<file path="config.mk">
export PLATFORM = sky130hd
export DESIGN_NAME = timed_event_queue
export DESIGN_NICKNAME = d
export VERILOG_FILES = /design/src/teq_pkg.sv /design/src/teq_cell.sv /design/src/timed_event_queue.sv
export SDC_FILE = /design/constraint.sdc
export NUM_CORES = 2
export LEC_CHECK = 0
export BUFFER_PORTS_ARGS = -buffer_cell sky130_fd_sc_hd__buf_2
export CAP_MARGIN = 10
export CORE_MARGIN = 2
export CORE_UTILIZATION = 58
export DETAILED_ROUTE_END_ITERATION = 7
export PLACE_DENSITY = 0.78
export REMOVE_ABC_BUFFERS = 1
export SYNTH_ARGS = -nofsm -noshare
export SYNTH_HDL_FRONTEND = slang
export SYNTH_HIERARCHICAL = 1
export SYNTH_SLANG_ARGS = --single-unit
</file>
<file path="constraint.sdc">
create_clock -name clock -period 8.25 [get_ports clock]
set_input_delay 1.2375 -clock clock [delete_from_list [all_inputs] [get_ports clock]]
set_output_delay 1.2375 -clock clock [all_outputs]
set_load 0.01 [all_outputs]
</file>
<file path="src/teq_pkg.sv">
// Shared types and constants for the timed event queue.
package teq_pkg;

   // Input opcodes.
   localparam logic [1:0] OP_SCHEDULE = 2'd0;
   localparam logic [1:0] OP_TICK     = 2'd1;
   localparam logic [1:0] OP_FLUSH    = 2'd2;

   // Result kinds.
   localparam logic [2:0] KIND_DISPATCH = 3'd0;
   localparam logic [2:0] KIND_NONE_DUE = 3'd1;
   localparam logic [2:0] KIND_LATE     = 3'd2;
   localparam logic [2:0] KIND_EMPTY    = 3'd3;
   localparam logic [2:0] KIND_PAST_END = 3'd4;
   localparam logic [2:0] KIND_ACCEPTED = 3'd5;
   localparam logic [2:0] KIND_FULL     = 3'd6;

   // At most this many events leave the queue for one tick transfer.
   localparam int MAX_DISPATCH = 16;
   localparam int DISPATCH_W   = $clog2(MAX_DISPATCH);

   // Reset value of the end tick register.
   localparam logic [31:0] END_TICK_RESET = 32'hFFFF_FFFF;

   // One input item.
   typedef struct packed {
      logic [1:0]  opcode;
      logic [31:0] event_time;
      logic [31:0] instruction;
      logic [1:0]  stage;
   } req_type;

   // One result item.
   typedef struct packed {
      logic [2:0]  kind;
      logic [31:0] out_time;
      logic [31:0] out_instruction;
      logic [1:0]  out_stage;
      logic [31:0] tick_now;
      logic        last;
   } rsp_type;

   // One stored event.
   typedef struct packed {
      logic [31:0] due_time;
      logic [31:0] instruction;
      logic [1:0]  stage;
   } event_type;

   // Command broadcast to every cell of the chain.
   typedef enum logic [1:0] {
      CELL_HOLD,
      CELL_INSERT,
      CELL_POP
   } cell_cmd_type;

   // Controller states.
   typedef enum logic {
      ST_IDLE,
      ST_TICK
   } state_type;

endpackage

</file>
<file path="src/teq_cell.sv">
// One slot of the sorted event chain: holds an event and trades it with its neighbors.
module teq_cell (
   input  logic                  clock,
   input  teq_pkg::cell_cmd_type cmd,
   input  teq_pkg::event_type    new_event,
   input  teq_pkg::event_type    left_event,
   input  teq_pkg::event_type    right_event,
   input  logic                  left_gt,
   input  logic                  occupied,
   output teq_pkg::event_type    slot,
   output logic                  gt
);

   teq_pkg::event_type slot_ff;
   teq_pkg::event_type slot_in;

   // This slot lies at or past the insert point when it is empty or due later.
   assign gt = !occupied || (slot_ff.due_time > new_event.due_time);

   // On insert, slots past the insert point shift right; the first of them takes the
   // new event. On pop, every slot takes its right neighbor; the tail keeps its own.
   always_comb begin
      slot_in = slot_ff;
      case (cmd)
         teq_pkg::CELL_INSERT: begin
            if (gt) begin
               slot_in = left_gt ? left_event : new_event;
            end
         end
         teq_pkg::CELL_POP: begin
            slot_in = right_event;
         end
         default: begin
            slot_in = slot_ff;
         end
      endcase
   end

   always_ff @(posedge clock) begin
      slot_ff <= slot_in;
   end

   assign slot = slot_ff;

endmodule

</file>
<file path="src/timed_event_queue.sv">
// Top level of the timed event queue: controller, tick counter and the chain of slots.
//
// Events are kept sorted by due tick in a chain of QUEUE_DEPTH slot cells, head first;
// events due at the same tick stay in arrival order. When a schedule transfer is taken,
// every cell compares its due tick with the new one in parallel and, unless the queue
// is full, the chain shifts right by one at the insert point; the accepted or full result
// is loaded into the output register in that same cycle. A tick transfer moves the
// controller to the tick state, which then gives its results one after another, from 1
// to 16 of them, each dispatch result leaving the head of the chain as the chain shifts
// left by one. A new transfer is taken only when the controller is idle and the output
// register is free or being emptied in that cycle; a result that waits for rsp_ready
// stalls the controller. A flush transfer empties the queue and gives no result. The end
// tick register may be written at any cycle while the block is idle; csr_ready is always
// high.
module timed_event_queue #(
   parameter int QUEUE_DEPTH = 16
) (
   input  logic             clock,
   input  logic             reset,
   input  logic             req_valid,
   output logic             req_ready,
   input  teq_pkg::req_type req_payload,
   output logic             rsp_valid,
   input  logic             rsp_ready,
   output teq_pkg::rsp_type rsp_payload,
   input  logic             csr_valid,
   output logic             csr_ready,
   input  logic [31:0]      csr_data
);

   localparam int CNT_W = $clog2(QUEUE_DEPTH + 1);

   teq_pkg::state_type          state_ff, state_in;
   logic [teq_pkg::DISPATCH_W-1:0] count_ff, count_in;
   logic [CNT_W-1:0]            occupancy_ff, occupancy_in;
   logic [31:0]                 tick_ff, tick_in;
   logic [31:0]                 end_tick_ff, end_tick_in;
   logic                        rsp_valid_ff, rsp_valid_in;
   teq_pkg::rsp_type            rsp_payload_ff, rsp_payload_in;
   teq_pkg::cell_cmd_type       cell_cmd;

   teq_pkg::event_type          new_event;
   teq_pkg::event_type          slot [QUEUE_DEPTH];
   logic [QUEUE_DEPTH-1:0]      gt;
   logic [QUEUE_DEPTH-1:0]      occupied;

   logic                        out_free;
   logic                        req_fire;
   logic                        next_due;

   // The event offered by the current input transfer.
   assign new_event.due_time    = req_payload.event_time;
   assign new_event.instruction = req_payload.instruction;
   assign new_event.stage       = req_payload.stage;

   // Chain of slot cells; slot 0 is the head.
   for (genvar i = 0; i < QUEUE_DEPTH; i++) begin : g_cell
      assign occupied[i] = (CNT_W'(i) < occupancy_ff);

      if (i == 0) begin : g_head
         teq_cell u_cell (
            .clock       (clock),
            .cmd         (cell_cmd),
            .new_event   (new_event),
            .left_event  (new_event),
            .right_event (slot[1]),
            .left_gt     (1'b0),
            .occupied    (occupied[0]),
            .slot        (slot[0]),
            .gt          (gt[0])
         );
      end else if (i == QUEUE_DEPTH - 1) begin : g_tail
         teq_cell u_cell (
            .clock       (clock),
            .cmd         (cell_cmd),
            .new_event   (new_event),
            .left_event  (slot[i-1]),
            .right_event (slot[i]),
            .left_gt     (gt[i-1]),
            .occupied    (occupied[i]),
            .slot        (slot[i]),
            .gt          (gt[i])
         );
      end else begin : g_mid
         teq_cell u_cell (
            .clock       (clock),
            .cmd         (cell_cmd),
            .new_event   (new_event),
            .left_event  (slot[i-1]),
            .right_event (slot[i+1]),
            .left_gt     (gt[i-1]),
            .occupied    (occupied[i]),
            .slot        (slot[i]),
            .gt          (gt[i])
         );
      end
   end

   // Handshakes.
   assign out_free  = !rsp_valid_ff || rsp_ready;
   assign req_ready = (state_ff == teq_pkg::ST_IDLE) && out_free;
   assign req_fire  = req_valid && req_ready;
   assign csr_ready = 1'b1;

   // The event behind the head is also due at the current tick.
   assign next_due = (occupancy_ff > CNT_W'(1)) && (slot[1].due_time == tick_ff);

   // Configuration register write.
   assign end_tick_in = (csr_valid && csr_ready) ? csr_data : end_tick_ff;

   // Next state, chain command and result loading.
   always_comb begin
      state_in       = state_ff;
      count_in       = count_ff;
      occupancy_in   = occupancy_ff;
      tick_in        = tick_ff;
      cell_cmd       = teq_pkg::CELL_HOLD;
      rsp_valid_in   = rsp_valid_ff && !rsp_ready;
      rsp_payload_in = rsp_payload_ff;

      case (state_ff)
         teq_pkg::ST_IDLE: begin
            if (req_fire) begin
               case (req_payload.opcode)
                  teq_pkg::OP_SCHEDULE: begin
                     rsp_valid_in            = 1'b1;
                     rsp_payload_in          = '0;
                     rsp_payload_in.tick_now = tick_ff;
                     rsp_payload_in.last     = 1'b1;
                     if (occupancy_ff >= CNT_W'(QUEUE_DEPTH)) begin
                        rsp_payload_in.kind = teq_pkg::KIND_FULL;
                     end else begin
                        rsp_payload_in.kind = teq_pkg::KIND_ACCEPTED;
                        cell_cmd            = teq_pkg::CELL_INSERT;
                        occupancy_in        = occupancy_ff + CNT_W'(1);
                     end
                  end
                  teq_pkg::OP_TICK: begin
                     state_in = teq_pkg::ST_TICK;
                     count_in = '0;
                  end
                  teq_pkg::OP_FLUSH: begin
                     occupancy_in = '0;
                  end
                  default: begin
                     state_in = teq_pkg::ST_IDLE;
                  end
               endcase
            end
         end

         teq_pkg::ST_TICK: begin
            if (out_free) begin
               rsp_valid_in            = 1'b1;
               rsp_payload_in          = '0;
               rsp_payload_in.tick_now = tick_ff;
               rsp_payload_in.last     = 1'b1;
               if ((count_ff == '0) && (tick_ff > end_tick_ff)) begin
                  rsp_payload_in.kind = teq_pkg::KIND_PAST_END;
                  state_in            = teq_pkg::ST_IDLE;
               end else if ((count_ff == '0) && (occupancy_ff == '0)) begin
                  rsp_payload_in.kind = teq_pkg::KIND_EMPTY;
                  state_in            = teq_pkg::ST_IDLE;
               end else if ((count_ff == '0) && (slot[0].due_time < tick_ff)) begin
                  rsp_payload_in.kind = teq_pkg::KIND_LATE;
                  state_in            = teq_pkg::ST_IDLE;
               end else if ((count_ff == '0) && (slot[0].due_time != tick_ff)) begin
                  rsp_payload_in.kind = teq_pkg::KIND_NONE_DUE;
                  state_in            = teq_pkg::ST_IDLE;
                  tick_in             = tick_ff + 32'd1;
               end else begin
                  // The head is due: hand it out and shift the chain left.
                  rsp_payload_in.kind            = teq_pkg::KIND_DISPATCH;
                  rsp_payload_in.out_time        = slot[0].due_time;
                  rsp_payload_in.out_instruction = slot[0].instruction;
                  rsp_payload_in.out_stage       = slot[0].stage;
                  rsp_payload_in.last            = !next_due ||
                     (count_ff == teq_pkg::DISPATCH_W'(teq_pkg::MAX_DISPATCH - 1));
                  cell_cmd     = teq_pkg::CELL_POP;
                  occupancy_in = occupancy_ff - CNT_W'(1);
                  if (rsp_payload_in.last) begin
                     state_in = teq_pkg::ST_IDLE;
                     if (!next_due) begin
                        tick_in = tick_ff + 32'd1;
                     end
                  end else begin
                     count_in = count_ff + teq_pkg::DISPATCH_W'(1);
                  end
               end
            end
         end

         default: begin
            state_in = teq_pkg::ST_IDLE;
         end
      endcase
   end

   // Control registers.
   always_ff @(posedge clock) begin
      if (reset) begin
         state_ff     <= teq_pkg::ST_IDLE;
         count_ff     <= '0;
         occupancy_ff <= '0;
         tick_ff      <= '0;
         end_tick_ff  <= teq_pkg::END_TICK_RESET;
         rsp_valid_ff <= 1'b0;
      end else begin
         state_ff     <= state_in;
         count_ff     <= count_in;
         occupancy_ff <= occupancy_in;
         tick_ff      <= tick_in;
         end_tick_ff  <= end_tick_in;
         rsp_valid_ff <= rsp_valid_in;
      end
   end

   // Output payload register.
   always_ff @(posedge clock) begin
      rsp_payload_ff <= rsp_payload_in;
   end

   assign rsp_valid   = rsp_valid_ff;
   assign rsp_payload = rsp_payload_ff;

endmodule
</file>
Word level (Yosys, flattened, before mapping)
Index checks and enable logic that the tools add are counted.
{"block": "totals", "register_bits": 1233, "input_bits": 105, "elab_cells": 313, "output_inout_bits": 105}
{"block": "classes", "muxes": 105, "reduce_logical": 70, "addsub": 4, "n_bitwise": 4, "eq_ne": 34, "n_lt_le_gt_ge": 36}
{"cell": "$mux W66", "n": 34}
{"cell": "$pmux W66 S2", "n": 15}
{"cell": "$gt A32 B32 Y1", "n": 17}
{"cell": "$mux W102", "n": 3}
{"cell": "$pmux W102 S2", "n": 1}
{"cell": "$mux W32", "n": 3}
{"cell": "$lt A4 B5 Y1 const A", "n": 8}
{"cell": "$ne A2 B1 Y1 const B", "n": 19}
{"cell": "$mux W5", "n": 7}
{"cell": "$add A32 B1 Y32 const B", "n": 1}
{"cell": "$eq A32 B32 Y1", "n": 1}
{"cell": "$lt A32 B32 Y1", "n": 1}
{"cell": "$mux W4", "n": 8}
{"cell": "$ne A32 B32 Y1", "n": 1}
{"cell": "$reduce_and A2 Y1", "n": 16}
{"cell": "$lt A3 B5 Y1 const A", "n": 4}
{"cell": "$pmux W5 S2", "n": 2}
{"cell": "$logic_not A1 Y1", "n": 19}
{"cell": "$mux W1", "n": 19}
{"cell": "$logic_or A1 B1 Y1", "n": 18}
{"cell": "$mux W2", "n": 8}
{"cell": "$reduce_and A8 Y1", "n": 2}
{"cell": "$ne A2 B2 Y1 const B", "n": 6}
{"cell": "$lt A1 B5 Y1 const A", "n": 2}
{"cell": "23 further kinds", "n": 38}

Depth between registers and ports, before layout
{"block": "logic_depth", "ltp_word": 11, "ltp_mapped": 16}

Hierarchy
The synthesis kept the hierarchy.
{"module": "teq_cell", "seq_area_each_um2": 1981.9, "cells_per_inst": 405, "area_per_inst_um2": 4256.6, "n_inst": 16}
{"module": "timed_event_queue", "seq_area_each_um2": 4564.4, "cells_per_inst": 891, "area_per_inst_um2": 9105.0, "n_inst": 1}

Least setup slack after synthesis
OpenSTA, ideal clock, no wires.
{"block": "synth_path", "path_kind": "register to register", "from": "reg tick_ff[0]", "to": "reg g_cell[1].g_mid.u_cell.slot_ff, in the netlist g_cell[1].g_mid.u_cell/slot[0] (enable)", "path_stages_with_launch": 16, "arrival_ns": 7.287, "setup_slack_ns": 0.433, "n_path_buf": 1, "required_ns": 7.721, "cell_sequence": "dfxtp_1 > inv_1 > ha_1 > nand4_1 > or4_1 > o21ai_0 > a21oi_1 > a41oi_4 > nand3_1 > nor3_1 > nor2b_1 > buf_6 > and2b_2 > nand3_1 > o21ai_0 > a31oi_1"}
{"block": "synth_via", "elab_chain_len": 11}
{"item": "start: declaration", "line_no": "timed_event_queue.sv:36", "text": "logic [31:0] tick_ff, tick_in;"}
{"item": "start signal: assignment", "line_no": "timed_event_queue.sv:212", "text": "tick_ff <= tick_in;"}
{"item": "parallel branches: the longest is 5 deep, another holds $lt A32 B32 Y1"}
{"item": "$mux W2 *", "line_no": "timed_event_queue.sv:158", "text": "if ((count_ff == '0) && (tick_ff > end_tick_ff)) begin"}
{"item": "$mux W2 *", "line_no": "timed_event_queue.sv:153", "text": "if (out_free) begin"}
{"item": "$pmux W2 S2 *", "line_no": "timed_event_queue.sv:121", "text": "case (state_ff)"}
{"item": "via cell_cmd[1]", "line_no": "timed_event_queue.sv:40", "text": "teq_pkg::cell_cmd_type cell_cmd;"}
{"item": "$eq A2 B1 Y1 / $eq A2 B2 Y1 (equally long branches)"}
{"item": "$ne A2 B1 Y1 (no line) / $reduce_bool A2 Y1 (equally long branches)"}
{"item": "$reduce_and A2 Y1 (no line) *"}
{"item": "end signal: assignment", "line_no": "teq_cell.sv:40", "text": "slot_ff <= slot_in;"}
{"item": "end: declaration", "line_no": "teq_cell.sv:14", "text": "teq_pkg::event_type slot_ff;"}
Mark *: on every way through the listed nets, which the timed path passes.
A chain may end at the register's enable or synchronous reset.

Final worst setup path
{"block": "layout_path", "from": "reg tick_ff[0]", "to": "reg g_cell[11].g_mid.u_cell.slot_ff, in the netlist g_cell[11].g_mid.u_cell/slot[36] (enable)"}
{"block": "layout_via", "elab_chain_len": 11}
{"item": "parallel branches: the longest is 5 deep, another holds $lt A32 B32 Y1"}
{"item": "$mux W2 *", "line_no": "timed_event_queue.sv:158"}
{"item": "$mux W2 *", "line_no": "timed_event_queue.sv:153"}
{"item": "$pmux W2 S2 *", "line_no": "timed_event_queue.sv:121"}
{"item": "via cell_cmd[1]", "line_no": "timed_event_queue.sv:40"}
{"item": "$eq A2 B1 Y1 / $eq A2 B2 Y1 (equally long branches)"}
{"item": "$ne A2 B1 Y1 (no line) / $reduce_bool A2 Y1 (equally long branches)"}
{"item": "$reduce_and A2 Y1 (no line) *"}
{"item": "end signal: assignment", "line_no": "teq_cell.sv:40"}
{"item": "end: declaration", "line_no": "teq_cell.sv:14"}
Marked as above.

==> flow_summary.html <==
<table>
<tr><th>Metric</th><th>Value</th></tr>
<tr><th colspan="2">Status</th></tr>
<tr><td>Run status</td><td>completed</td></tr>
<tr><th colspan="2">Clocking</th></tr>
<tr><td>Buffer depth of the longest clock path</td><td>3</td></tr>
<tr><td>Number of clock sinks seen by CTS</td><td>about 1.2k</td></tr>
<tr><td>Post-CTS Setup Bufs</td><td>0</td></tr>
<tr><td>Clock-pin slew on the worst setup and hold paths</td><td>~0.06 ns</td></tr>
<tr><td>Root buffer selected by CTS</td><td>sky130_fd_sc_hd__clkbuf_16</td></tr>
<tr><td>Post_cts resized</td><td>0</td></tr>
<tr><td>Level count of the clock H-tree</td><td>4</td></tr>
<tr><td>Hold-fix buffers, CTS</td><td>0</td></tr>
<tr><td>Total CTS buffers</td><td>~140</td></tr>
<tr><td>Clock latency at the later pin of the worst-skew pair</td><td>~0.8 ns</td></tr>
<tr><td>CTS tree</td><td>yes</td></tr>
<tr><th colspan="2">STA</th></tr>
<tr><td>Setup violations, final</td><td>0</td></tr>
<tr><td>Final Cycle Share</td><td>82.9%</td></tr>
<tr><td>Clock Skews</td><td>roughly 0.035 ns</td></tr>
<tr><td>Max-Slew Margin vs Limit</td><td>12.8%</td></tr>
<tr><td>RSZ-0062 raised after global routing</td><td>false</td></tr>
<tr><td>Transition time at the pin with the least slew margin</td><td>1.30 ns</td></tr>
<tr><td>Final Max Slew Viols</td><td>0</td></tr>
<tr><td>FMAX</td><td>146 MHz</td></tr>
<tr><td>Period minus WS final</td><td>6.84 ns</td></tr>
<tr><td>Number of endpoints with negative hold slack in the final report</td><td>0</td></tr>
<tr><th colspan="2">Die</th></tr>
<tr><td>Core region area</td><td>132,000 sq um</td></tr>
<tr><td>Initial core utilization</td><td>around three fifths</td></tr>
<tr><td>Chip height</td><td>around 370 um</td></tr>
<tr><td>Number of standard-cell rows in the floorplan</td><td>~130</td></tr>
<tr><td>Total die area</td><td>roughly 140,000 sq um</td></tr>
<tr><td>Count of pins on the block boundary</td><td>210</td></tr>
<tr><td>Die outline width</td><td>about 370 um</td></tr>
<tr><th colspan="2">Critical path</th></tr>
<tr><td>Kind of start point of the critical path</td><td>register</td></tr>
<tr><td>Crit-path slowest cell</td><td>sky130_fd_sc_hd__nor3_2</td></tr>
<tr><td>Crit path required time</td><td>about 8.7 ns</td></tr>
<tr><td>Crit path largest cell delay</td><td>roughly 1.0 ns</td></tr>
<tr><td>Crit path cell chain</td><td>inv_1, ha_1, nand4_1, or4_1, o21ai_0, a21oi_1, a41oi_4, nand3_1, nor3_2, nor2b_4, and2b_2, nand3_1, o21ai_0, a31oi_4, buf_12</td></tr>
<tr><td>Start-to-end type of the worst setup path</td><td>reg -&gt; reg</td></tr>
<tr><td>Setup crit end kind</td><td>register</td></tr>
<tr><td>Signal arrival time at the worst endpoint</td><td>7.30 ns</td></tr>
<tr><td>Highest fanout seen on the critical path</td><td>45</td></tr>
<tr><th colspan="2">Drt</th></tr>
<tr><td>Post-route ant nets</td><td>0</td></tr>
<tr><td>First-pass detailed-route iteration total</td><td>6</td></tr>
<tr><td>DRC violation count after routing</td><td>0</td></tr>
<tr><td>First-iteration detailed-routing DRC count</td><td>roughly 5.8k</td></tr>
<tr><td>Total detailed-routing wirelength</td><td>211 mm</td></tr>
<tr><td>Wire per inst</td><td>~23 um</td></tr>
<tr><td>DR vias</td><td>~58k</td></tr>
<tr><td>Via density per instance</td><td>approximately 6.3</td></tr>
<tr><th colspan="2">Place</th></tr>
<tr><td>Detailed placer's ending HPWL</td><td>around 140 mm</td></tr>
<tr><td>Placer's final routability congestion estimate</td><td>approximately 0.9</td></tr>
<tr><td>Instance area at placement</td><td>around 79,000 sq um</td></tr>
<tr><td>Quantity of I/O buffers inserted on ports</td><td>between 200 and 250</td></tr>
<tr><th colspan="2">Finish</th></tr>
<tr><td>Proportion of layout cells with a drive suffix above 1</td><td>under 10%</td></tr>
<tr><td>Number of fillers in the final layout</td><td>roughly 10k</td></tr>
<tr><td>P&amp;R area growth vs syn</td><td>8.37%</td></tr>
<tr><td>Cell area after layout</td><td>roughly 84,000 sq um</td></tr>
<tr><td>Nets@finish</td><td>approximately 8.1k</td></tr>
<tr><th colspan="2">Job</th></tr>
<tr><td>Max-cap viol count</td><td>0</td></tr>
<tr><th colspan="2">Global route</th></tr>
<tr><td>Pin count of the biggest net entering global routing</td><td>between 100 and 150</td></tr>
<tr><td>Global-route met1 utilization</td><td>about 40%</td></tr>
<tr><td>Global-route wire length before repair</td><td>325 mm</td></tr>
<tr><td>Antenna violations before repair</td><td>9</td></tr>
<tr><td>Number of global-route vias before repair</td><td>57.7k</td></tr>
<tr><td>Global routing's busiest layer</td><td>met2</td></tr>
<tr><td>GR met2 Demand/Resource</td><td>between 50% and 60%</td></tr>
<tr><td>GR Util met3</td><td>about 5.4%</td></tr>
<tr><td>Total global routing overflow</td><td>0</td></tr>
<tr><td>Total track usage</td><td>30.4%</td></tr>
<tr><th colspan="2">Synth</th></tr>
<tr><td>Area of the mapped netlist</td><td>between 70,000 and 80,000 sq um</td></tr>
<tr><td>Average footprint of a synthesized cell</td><td>around 10 sq um</td></tr>
<tr><td>Post-Syn Instances</td><td>7,369</td></tr>
<tr><td>Warnings, synthesis</td><td>6</td></tr>
<tr><th colspan="2">Pwr</th></tr>
<tr><td>Max IR drop VDD</td><td>just over 200 uV</td></tr>
<tr><td>Post-layout total power</td><td>14.9 mW</td></tr>
<tr><td>Total power density per cell area</td><td>~180 nW/um^2</td></tr>
<tr><td>Leakage power figure</td><td>about 37 nW</td></tr>
<tr><th colspan="2">Min path</th></tr>
<tr><td>Class of the tightest hold or removal check</td><td>reg -&gt; reg</td></tr>
</table>
-- final cells by class --
cell class / count / area [sq um] / area share [%]
well taps: 1755 / 2200 / 2.62
clock buffers: 183 / 3810 / 4.56
repair buffers: 299 / 1800 / 2.15
flip-flops and latches: 1233 / 36300 / 43.4
clock inverters: 65 / 543 / 0.649
inverters: 593 / 2230 / 2.66
multi-input cells: 5140 / 36800 / 44.0
diodes: 5 / 12.5 / 0.0150
-- worst paths after layout --
check	slack, ns	end	depth (start not counted)	startpoint
max	1.41	g_cell[11].g_mid.u_cell/slot[36]	15	tick_ff[0]
min	0.49	end_tick_ff[11]	2	end_tick_ff[11]
max reg2reg	1.41	g_cell[11].g_mid.u_cell/slot[36]	15	tick_ff[0]
min reg2reg	0.49	end_tick_ff[11]	2	end_tick_ff[11]
-- stage by stage --
| stage | utilization [%] | hold slack, ns | worst slack [ns] | cells | setup TNS [ns] |
|---|---|---|---|---|---|
| finish | 63.5 | 0.487 | 1.41 | 9273 | 0 |
| global route | 63.5 | 0.514 | 1.14 | 9270 | 0 |
| CTS | 63.5 | 0.490 | 1.56 | 9267 | 0 |
| detailed placement | 60.2 | 0.475 | 1.59 | 9019 | 0 |
| global placement | 60.2 | 0.466 | 1.80 | 9019 | 0 |
| floorplan | - | 0.448 | -3.44 | 6966 | -3632.49 |
-- sequential cells by signal, indices dropped and copies added (netlist names) --
name and flops:
end_tick_ff 32, occupancy_ff 5, g_cell.g_tail.u_cell/slot 66, rsp_valid 1, rsp_payload 102, g_cell.g_mid.u_cell/slot 924
tick_ff 32, count_ff 4, g_cell.g_head.u_cell/slot 66, state_ff 1
-- where the power goes --
part           switching (mW)  internal (mW)
registers               0.137           7.09
logic                    1.01          0.573
clock network            2.66           3.40
total                    3.81           11.1
-- metal layers --
metal | vias to the layer above | wire, um
met5 | - | 46
met4 | 8 | 8210
met3 | 491 | 16200
met2 | 2443 | 101000
met1 | 28300 | 85800
li1 | 26900 | -
-- cells in the final DEF (no fill, tap or decap), drive strengths merged, types with 50 or more instances in the layout --
master / instances
clkbuf: 184
nand3: 102
clkinv: 53
o211ai: 68
nor4: 56
edfxtp: 1158
nand4: 155
ha: 583
nand2: 1186
dfxtp: 75
inv: 598
a21oi: 248
mux2i: 1058
buf: 298
and2: 66
o21ai: 1139
nor2: 61
a21o: 50
-- worst max-delay path: cells and delay by family (launching register included) --
family / cells / cell delay (ns)
simple gates: 7 / 3.46
flops: 1 / 0.43
fa+ha+maj: 1 / 0.30
compound gates: 5 / 1.80
buf+inv: 2 / 0.49
Power figures use the tool's default switching activity.
